===== src/rtl/itm_pkg.sv =====
`timescale 1ns / 1ps

package itm_pkg;

    localparam logic [7:0] MGMT_ENTITY = 8'h0f;
    localparam logic [6:0] DYN_BASE    = 7'd64;
    localparam logic [6:0] BCAST_TEI   = 7'd127;

    localparam logic [7:0] MT_REQUEST    = 8'd1;
    localparam logic [7:0] MT_ASSIGNED   = 8'd2;
    localparam logic [7:0] MT_DENIED     = 8'd3;
    localparam logic [7:0] MT_CHECK_REQ  = 8'd4;
    localparam logic [7:0] MT_CHECK_RESP = 8'd5;
    localparam logic [7:0] MT_REMOVE     = 8'd6;
    localparam logic [7:0] MT_VERIFY     = 8'd7;

    localparam logic OP_FRAME = 1'b0;
    localparam logic OP_TICK  = 1'b1;

    localparam logic [15:0] T201_RESET = 16'd1000;

    typedef struct packed {
        logic        opcode;
        logic        frame_ok;
        logic [7:0]  entity_id;
        logic [7:0]  msg_code;
        logic [15:0] reference_number;
        logic [6:0]  action_indicator;
    } item_t;

    typedef struct packed {
        logic [7:0]  send_type;
        logic [15:0] send_ref;
        logic [6:0]  send_tei;
    } result_t;

    typedef struct packed {
        logic load;
        logic exec;
        logic scan_init;
        logic scan_step;
    } ctrl_cmd_t;

    typedef struct packed {
        logic need_scan;
        logic hit;
        logic last;
    } dp_status_t;

endpackage


===== src/rtl/itm_ctrl.sv =====
`timescale 1ns / 1ps

module itm_ctrl
(
    input  logic                   clk,
    input  logic                   rst_n,
    input  logic                   start,
    input  itm_pkg::dp_status_t    status,
    output itm_pkg::ctrl_cmd_t     cmd,
    output logic                   busy
);

    typedef enum logic [2:0] {
        S_IDLE = 3'b001,
        S_EXEC = 3'b010,
        S_SCAN = 3'b100
    } state_t;

    state_t state_reg;
    state_t state_next;

    always_comb
    begin
        state_next    = state_reg;
        cmd.load      = 1'b0;
        cmd.exec      = 1'b0;
        cmd.scan_init = 1'b0;
        cmd.scan_step = 1'b0;
        case (state_reg)
            S_IDLE:
            begin
                if (start)
                begin
                    cmd.load   = 1'b1;
                    state_next = S_EXEC;
                end
            end
            S_EXEC:
            begin
                if (status.need_scan)
                begin
                    cmd.scan_init = 1'b1;
                    state_next    = S_SCAN;
                end
                else
                begin
                    cmd.exec   = 1'b1;
                    state_next = S_IDLE;
                end
            end
            S_SCAN:
            begin
                cmd.scan_step = 1'b1;
                if (status.hit || status.last)
                begin
                    state_next = S_IDLE;
                end
            end
            default:
            begin
                state_next = S_IDLE;
            end
        endcase
    end

    always_ff @(posedge clk or negedge rst_n)
    begin
        if (!rst_n)
        begin
            state_reg <= S_IDLE;
        end
        else
        begin
            state_reg <= state_next;
        end
    end

    assign busy = (state_reg != S_IDLE);

endmodule


===== src/rtl/itm_dp.sv =====
`timescale 1ns / 1ps

module itm_dp
#(
    parameter int NUM_DYN_TEIS = 63,
    parameter int TIMER_WIDTH  = 16
)
(
    input  logic                   clk,
    input  logic                   rst_n,
    input  itm_pkg::item_t         item,
    input  itm_pkg::ctrl_cmd_t     cmd,
    input  logic                   cfg_we,
    input  logic [15:0]            cfg_wdata,
    output itm_pkg::dp_status_t    status,
    output logic                   done,
    output itm_pkg::result_t       result
);

    localparam int IDX_W = (NUM_DYN_TEIS > 1) ? $clog2(NUM_DYN_TEIS) : 1;
    localparam int CNT_W = $clog2(NUM_DYN_TEIS + 1);
    localparam logic [6:0] TOP_TEI = 7'(64 + NUM_DYN_TEIS - 1);
    localparam logic [7:0] END_TEI = 8'(64 + NUM_DYN_TEIS);
    localparam logic [31:0] TMAX = 32'((64'd1 << TIMER_WIDTH) - 64'd1);
    localparam logic [CNT_W-1:0] LAST_CNT = CNT_W'(NUM_DYN_TEIS - 1);

    itm_pkg::item_t   item_reg;
    itm_pkg::result_t result_reg, result_next;
    logic             done_reg, done_next;

    logic [15:0]             t201_reg;
    logic [NUM_DYN_TEIS-1:0] in_use_reg, in_use_next;
    logic [6:0]              next_tei_reg, next_tei_next;
    logic                    active_reg, active_next;
    logic                    round_reg, round_next;
    logic [1:0]              fwc_reg, fwc_next;
    logic [1:0]              swc_reg, swc_next;
    logic [6:0]              checked_reg, checked_next;
    logic [TIMER_WIDTH-1:0]  window_reg, window_next;
    logic [6:0]              scan_p_reg, scan_p_next;
    logic [CNT_W-1:0]        scan_cnt_reg, scan_cnt_next;

    logic                   frame_valid;
    logic [6:0]             cand;
    logic [6:0]             cand_off;
    logic [IDX_W-1:0]       cand_idx;
    logic                   cand_free;
    logic [6:0]             chk_off;
    logic [IDX_W-1:0]       chk_idx;
    logic                   chk_in_table;
    logic [31:0]            t201_eff;
    logic [TIMER_WIDTH-1:0] win_load;
    logic [TIMER_WIDTH-1:0] win_dec;
    logic [6:0]             send_off;

    assign frame_valid = item_reg.frame_ok && (item_reg.entity_id == itm_pkg::MGMT_ENTITY);

    assign status.need_scan = (item_reg.opcode == itm_pkg::OP_FRAME) && frame_valid
                              && (item_reg.msg_code == itm_pkg::MT_REQUEST)
                              && (item_reg.action_indicator == itm_pkg::BCAST_TEI);

    // Next candidate after the pointer, wrapping at the top of the table.
    assign cand      = (scan_p_reg >= TOP_TEI) ? itm_pkg::DYN_BASE : scan_p_reg + 7'd1;
    assign cand_off  = cand - itm_pkg::DYN_BASE;
    assign cand_idx  = cand_off[IDX_W-1:0];
    assign cand_free = !in_use_reg[cand_idx];

    assign status.hit  = cand_free;
    assign status.last = (scan_cnt_reg == LAST_CNT);

    assign chk_off      = checked_reg - itm_pkg::DYN_BASE;
    assign chk_idx      = chk_off[IDX_W-1:0];
    assign chk_in_table = (checked_reg >= itm_pkg::DYN_BASE)
                          && ({1'b0, checked_reg} < END_TEI);

    // A zero window is taken as one tick; a long one saturates at the timer limit.
    assign t201_eff = (t201_reg == 16'd0) ? 32'd1 : {16'd0, t201_reg};
    assign win_load = (t201_eff > TMAX) ? TMAX[TIMER_WIDTH-1:0] : t201_eff[TIMER_WIDTH-1:0];
    assign win_dec  = (window_reg != '0) ? window_reg - TIMER_WIDTH'(1) : window_reg;

    always_comb
    begin
        in_use_next   = in_use_reg;
        next_tei_next = next_tei_reg;
        active_next   = active_reg;
        round_next    = round_reg;
        fwc_next      = fwc_reg;
        swc_next      = swc_reg;
        checked_next  = checked_reg;
        window_next   = window_reg;
        scan_p_next   = scan_p_reg;
        scan_cnt_next = scan_cnt_reg;
        done_next     = 1'b0;
        result_next   = result_reg;

        if (cmd.scan_init)
        begin
            if ((next_tei_reg < itm_pkg::DYN_BASE) || (next_tei_reg > TOP_TEI))
            begin
                scan_p_next = TOP_TEI;
            end
            else
            begin
                scan_p_next = next_tei_reg;
            end
            scan_cnt_next = '0;
        end

        if (cmd.scan_step)
        begin
            scan_p_next   = cand;
            scan_cnt_next = scan_cnt_reg + CNT_W'(1);
            if (cand_free)
            begin
                in_use_next[cand_idx] = 1'b1;
                next_tei_next         = cand;
                done_next             = 1'b1;
                result_next.send_type = itm_pkg::MT_ASSIGNED;
                result_next.send_ref  = item_reg.reference_number;
                result_next.send_tei  = cand;
            end
            else if (status.last)
            begin
                next_tei_next         = cand;
                done_next             = 1'b1;
                result_next.send_type = itm_pkg::MT_DENIED;
                result_next.send_ref  = item_reg.reference_number;
                result_next.send_tei  = itm_pkg::BCAST_TEI;
            end
        end

        if (cmd.exec)
        begin
            if (item_reg.opcode == itm_pkg::OP_TICK)
            begin
                if (active_reg)
                begin
                    window_next = win_dec;
                    if (win_dec == '0)
                    begin
                        result_next.send_ref = 16'd0;
                        result_next.send_tei = checked_reg;
                        if (!round_reg)
                        begin
                            if (fwc_reg > 2'd1)
                            begin
                                active_next           = 1'b0;
                                done_next             = 1'b1;
                                result_next.send_type = itm_pkg::MT_REMOVE;
                            end
                            else
                            begin
                                round_next            = 1'b1;
                                window_next           = win_load;
                                done_next             = 1'b1;
                                result_next.send_type = itm_pkg::MT_CHECK_REQ;
                            end
                        end
                        else
                        begin
                            active_next = 1'b0;
                            if ((fwc_reg == 2'd0) && (swc_reg == 2'd0))
                            begin
                                // Nobody answered: the TEI is free again.
                                if (chk_in_table)
                                begin
                                    in_use_next[chk_idx] = 1'b0;
                                end
                            end
                            else if (!((fwc_reg == 2'd1) || (swc_reg == 2'd1)))
                            begin
                                done_next             = 1'b1;
                                result_next.send_type = itm_pkg::MT_REMOVE;
                            end
                        end
                    end
                end
            end
            else if (frame_valid)
            begin
                case (item_reg.msg_code)
                    itm_pkg::MT_REQUEST:
                    begin
                        // Broadcast Ai goes to the scan; static Ai is dropped; others are denied.
                        if (item_reg.action_indicator >= itm_pkg::DYN_BASE)
                        begin
                            done_next             = 1'b1;
                            result_next.send_type = itm_pkg::MT_DENIED;
                            result_next.send_ref  = item_reg.reference_number;
                            result_next.send_tei  = item_reg.action_indicator;
                        end
                    end
                    itm_pkg::MT_CHECK_RESP:
                    begin
                        if (active_reg)
                        begin
                            if (!round_reg)
                            begin
                                if (fwc_reg != 2'd3)
                                begin
                                    fwc_next = fwc_reg + 2'd1;
                                end
                            end
                            else if (swc_reg != 2'd3)
                            begin
                                swc_next = swc_reg + 2'd1;
                            end
                        end
                    end
                    itm_pkg::MT_VERIFY:
                    begin
                        if (item_reg.action_indicator != itm_pkg::BCAST_TEI)
                        begin
                            window_next           = win_load;
                            active_next           = 1'b1;
                            round_next            = 1'b0;
                            fwc_next              = 2'd0;
                            swc_next              = 2'd0;
                            checked_next          = item_reg.action_indicator;
                            done_next             = 1'b1;
                            result_next.send_type = itm_pkg::MT_CHECK_REQ;
                            result_next.send_ref  = 16'd0;
                            result_next.send_tei  = item_reg.action_indicator;
                        end
                    end
                    default:
                    begin
                    end
                endcase
            end
        end
    end

    always_ff @(posedge clk)
    begin
        if (cmd.load)
        begin
            item_reg <= item;
        end
        result_reg <= result_next;
    end

    always_ff @(posedge clk or negedge rst_n)
    begin
        if (!rst_n)
        begin
            t201_reg     <= itm_pkg::T201_RESET;
            in_use_reg   <= '0;
            next_tei_reg <= itm_pkg::DYN_BASE;
            active_reg   <= 1'b0;
            round_reg    <= 1'b0;
            fwc_reg      <= 2'd0;
            swc_reg      <= 2'd0;
            checked_reg  <= 7'd0;
            window_reg   <= '0;
            scan_p_reg   <= itm_pkg::DYN_BASE;
            scan_cnt_reg <= '0;
            done_reg     <= 1'b0;
        end
        else
        begin
            if (cfg_we)
            begin
                t201_reg <= cfg_wdata;
            end
            in_use_reg   <= in_use_next;
            next_tei_reg <= next_tei_next;
            active_reg   <= active_next;
            round_reg    <= round_next;
            fwc_reg      <= fwc_next;
            swc_reg      <= swc_next;
            checked_reg  <= checked_next;
            window_reg   <= window_next;
            scan_p_reg   <= scan_p_next;
            scan_cnt_reg <= scan_cnt_next;
            done_reg     <= done_next;
        end
    end

    assign done   = done_reg;
    assign result = result_reg;

    assign send_off = result_reg.send_tei - itm_pkg::DYN_BASE;

    a_result_code: assert property (@(posedge clk) disable iff (!rst_n)
        done_reg |-> (result_reg.send_type == itm_pkg::MT_ASSIGNED)
                  || (result_reg.send_type == itm_pkg::MT_DENIED)
                  || (result_reg.send_type == itm_pkg::MT_CHECK_REQ)
                  || (result_reg.send_type == itm_pkg::MT_REMOVE))
        else $error("result item carries an unknown message type");

    a_pointer_window: assert property (@(posedge clk) disable iff (!rst_n)
        (next_tei_reg >= itm_pkg::DYN_BASE) && (next_tei_reg <= TOP_TEI))
        else $error("allocation pointer left the dynamic TEI window");

    a_assigned_marked: assert property (@(posedge clk) disable iff (!rst_n)
        (done_reg && (result_reg.send_type == itm_pkg::MT_ASSIGNED))
            |-> in_use_reg[send_off[IDX_W-1:0]])
        else $error("assigned TEI is not marked in use");

    a_scan_count: assert property (@(posedge clk) disable iff (!rst_n)
        (cmd.scan_step && !cand_free && !status.last) |=> !done_reg)
        else $error("scan reported a result before finding a free TEI or ending");

endmodule


===== src/rtl/isdn_tei_manager_network_side_unit.sv =====
`timescale 1ns / 1ps

// Network-side TEI manager. An item is taken when start is high and busy is low.
// Ticks, check responses, verifies and requests that carry a specific Ai are
// executed without a scan: busy stays high for one clock and the result, if
// any, is on result for one clock with done high. A request with Ai 127 scans the
// TEI table one entry per clock from the rotating pointer, looking at 1 to
// NUM_DYN_TEIS entries until a free one is found or the table is exhausted.
// The receiver cannot stall the block: each result is shown for exactly one
// clock and must be captured then.
// Write t201_ticks through cfg_we/cfg_wdata only while the block is idle.
module isdn_tei_manager_network_side_unit
#(
    parameter int NUM_DYN_TEIS = 63,
    parameter int TIMER_WIDTH  = 16
)
(
    input  logic               clk,
    input  logic               rst_n,
    input  logic               start,
    output logic               busy,
    input  itm_pkg::item_t     item,
    output logic               done,
    output itm_pkg::result_t   result,
    input  logic               cfg_we,
    input  logic [15:0]        cfg_wdata
);

    itm_pkg::ctrl_cmd_t  cmd;
    itm_pkg::dp_status_t status;

    itm_ctrl u_ctrl
    (
        .clk    (clk),
        .rst_n  (rst_n),
        .start  (start),
        .status (status),
        .cmd    (cmd),
        .busy   (busy)
    );

    itm_dp
    #(
        .NUM_DYN_TEIS (NUM_DYN_TEIS),
        .TIMER_WIDTH  (TIMER_WIDTH)
    )
    u_dp
    (
        .clk       (clk),
        .rst_n     (rst_n),
        .item      (item),
        .cmd       (cmd),
        .cfg_we    (cfg_we),
        .cfg_wdata (cfg_wdata),
        .status    (status),
        .done      (done),
        .result    (result)
    );

endmodule


===== config.mk =====
export PLATFORM = sky130hd
export DESIGN_NAME = isdn_tei_manager_network_side_unit
export DESIGN_NICKNAME = d
export VERILOG_FILES = /design/src/rtl/itm_pkg.sv /design/src/rtl/itm_ctrl.sv /design/src/rtl/itm_dp.sv /design/src/rtl/isdn_tei_manager_network_side_unit.sv
export SDC_FILE = /design/constraint.sdc
export NUM_CORES = 1
export LEC_CHECK = 0
export ABC_AREA = 0
export BUFFER_PORTS_ARGS = -buffer_cell sky130_fd_sc_hd__clkbuf_2
export CAP_MARGIN = 10
export CORE_MARGIN = 1.5
export CORE_UTILIZATION = 47
export CTS_CLUSTER_SIZE = 10
export DETAILED_ROUTE_END_ITERATION = 8
export GPL_TIMING_DRIVEN = 0
export PLACE_DENSITY = 0.69
export SYNTH_ARGS = -nofsm -noshare
export SYNTH_HDL_FRONTEND = slang
export SYNTH_SLANG_ARGS = --single-unit
export TNS_END_PERCENT = 50

===== constraint.sdc =====
create_clock -name clk -period 8.2 [get_ports clk]
set_input_delay 1.64 -clock clk [delete_from_list [all_inputs] [get_ports clk]]
set_output_delay 1.64 -clock clk [all_outputs]
set_load 0.01 [all_outputs]

==> results.yml <==
place:
  place_congestion: 0.949
  placed_area_mm2: 0.0112
  port_buffers: 92
  hpwlAfterDp_mm: 21.2
  pre_cts_slack_ns: 3.83
synthesis:
  synth_seq_cells: 204
  syn_area_mm2: 0.0103
  synth_area_leader_cell: "dfrtp_1"
  synthDistinctLibCells: 97
  synthArstFlopShare_pct: 64.7
  synth_top_cell_area_share_pct: 29.8
  synth_nets: 1099
  ys_warn_count: 0
  synth_edf_count: 41
  synth_ff_type: "dfrtp_1"
  synthTopCellsByArea: "dfrtp_1 30%, edfxtp_1 12%, a21oi_1 6.9%"
  avgSynthCellArea_um2: 10.1
  ys_seq_area_share_pct: 50.0
  synthCells: 1026
final_layout:
  fill_cells: 1944
  final_common_cell: "a21oi_1"
  drive_gt1_share_pct: 19.3
  diodes: 0
  syn_to_final_growth_pct: 15.4
  stdcell_area_mm2: 0.0119
  final_cell_mix: "143 x a21oi_1, 123 x dfrtp_1, 91 x clkbuf_2, 87 x nor2_1, 74 x nand2_1"
  post-route-util_pct: 55.0
  layout.nets: 1220
  largest_reg_flops: 63
clocking:
  cts_resized: 0
  htree_levels: 1
  cts_buffer_depth: 3
  clkLatencyLatePin_ns: 0.52
  cts_setup_buffers: 0
  root_buffer: "clkbuf_16"
  cts.clk_slew.worst_paths_ns: 0.06
  hold_buffers: 0
  cts_buffers: 24
  cts_tree: "built"
  cts_sinks: 204
timing:
  final_max_slew_viol_count: 0
  fin_skew_ns: 0.0143
  rsz0062_at_grt: "no"
  worst_slew_pin_slew_ns: 0.948
  max_freq_mhz: 223
  finalHoldViolCount: 0
  period_minus_slack_ns: 4.49
  final.period_utilization_pct: 54.8
  slew_headroom_pct: 36.4
  layout_setup_ws_ns: 3.71
  tns_ns: 0
  setup_violations: 0
flow_run:
  drv_cap: 0
power_and_ir_drop:
  powerDensity_mw_per_mm2: 197
  leakagePower_nw: 5.16
  vdd.ir_drop.worst_uv: 136
worst_setup_path:
  slowest_delay_ns: 0.67
  critPathArrivalTime_ns: 4.92
  r2r_slack_ns: 3.71
  path_cells: "buf_2 -> inv_2 -> ha_1 -> buf_2 -> clkbuf_1 -> mux4_2 -> nand2_1 -> o311ai_0 -> a22oi_2 -> nand3_4 -> nor3_2 -> a21oi_1 -> a21oi_1"
  crit_fanout: 10
  worstPathRequired_ns: 8.64
  critical_path_class: "reg2reg"
  end_kind: "flip-flop"
  crit_slowest_cell: "nor3_2"
  setup.worst_path.start_class: "flip-flop"
  cp.buffers_inverters: 4
  path_delay_family: "buffers and inverters"
drt:
  via_count: 8821
  ant_nets: 0
  drt_first_pass_iters: 5
  post_drt_wl_per_cell_um: 20.7
  wl_mm: 30.0
  via_per_inst: 6.10
  drc: 0
  drtIter0Drc: 730
die:
  ios: 94
  fp-row-count: 54
  die_y_um: 151
  fp.dieArea_mm2: 0.0229
  start_util_pct: 47.6
  core_mm2: 0.0217
  die_w_um: 151
hold_path:
  min_path_type: "reg2reg"
grt:
  antenna_found_initial: 0
  grt_pass1_vias: 8616
  grt_first_pass_wirelength_mm: 47.6
  overflow: 0
  grt_max_degree: 90
  gr-usage-all-layers_pct: 27.0
run_status:
  status: "completed"
==> worst register-to-register path: cells and delay by family, from the launching register on <==
kind | cells | cell delay (ns)
buf+inv | 4 | 1.39
simple gates | 3 | 1.00
compound gates | 4 | 0.78
flops | 1 | 0.47
mux | 1 | 0.44
fa+ha+maj | 1 | 0.33
==> synth_stat cells (13+ instances only) <==
cell and count:
a21oi_1 143, dfrtp_1 123, nor2_1 87, nand2_1 74, o21ai_0 51, edfxtp_1 41, nand3_1 33, dfxtp_1 31
mux2_2 29, nor3_1 29, clkbuf_1 28, inv_1 25, and3_1 22, mux2i_1 22, a31oi_1 20, a221o_1 13
==> layer usage <==
metal	vias up	global-route usage [%]	routed length (um)	share of wire, %
li1	4080	-	-	-
met1	4247	35.6	12400	41
met2	397	43.9	14000	47
met3	97	4.70	2300	7.7
met4	0	11.1	1280	4.3
met5	-	0	0	0
==> report_power, final <==
group | total, mW | switching, mW | internal (mW)
registers | 1.14 | 0.0351 | 1.10
logic | 0.231 | 0.150 | 0.0811
clock network | 0.980 | 0.405 | 0.575
==> stage by stage <==
| stage | hold WS [ns] | total power, mW | std cells |
|---|---|---|---|
| global route | 0.498 | 2.44 | 1445 |
| CTS | 0.459 | 2.38 | 1445 |
| detailed placement | 0.445 | 1.39 | 1401 |
| finish | 0.456 | 2.35 | 1445 |
| floorplan | 0.434 | 1.29 | 1026 |
| global placement | 0.444 | 1.38 | 1398 |
==> logic make-up after synthesis <==
logic type	Yosys count	share of synthesized area [%]
flip-flops	204	50.0
adder cells (fa/ha/maj)	12	1.45
buffers and inverters	75	3.18
XOR/XNOR	6	0.690
AO/OA/AOI/OAI	319	20.0
multiplexers	53	5.73
AND/OR/NAND/NOR	357	19.0
==> path summary, 6_finish.rpt <==
check                                   startpoint                   end  cells past startpoint
worst max-delay path            u_dp.scan_p_reg[0]   u_dp.in_use_reg[33]                     13
worst min-delay path             u_dp.item_reg[21]       u_dp.result[21]                      1
worst max register to register  u_dp.scan_p_reg[0]   u_dp.in_use_reg[33]                     13
worst min register to register   u_dp.item_reg[21]       u_dp.result[21]                      1
max in group asynchronous                    rst_n      u_dp.t201_reg[5]                      2
min in group asynchronous                    rst_n  u_dp.scan_cnt_reg[3]                      1
==> final cells by class <==
type                       instances  area [um2]  share of cell area [%]
clock buffer                      44         707                    5.93
tap                              280         350                    2.94
sequential                       204        5170                    43.3
timing repair buffer              95         524                    4.40
buffer                            49         231                    1.94
multi-input combinational        747        4850                    40.6
inverter                          26        97.6                   0.819
(Power assumes the default switching activity.)
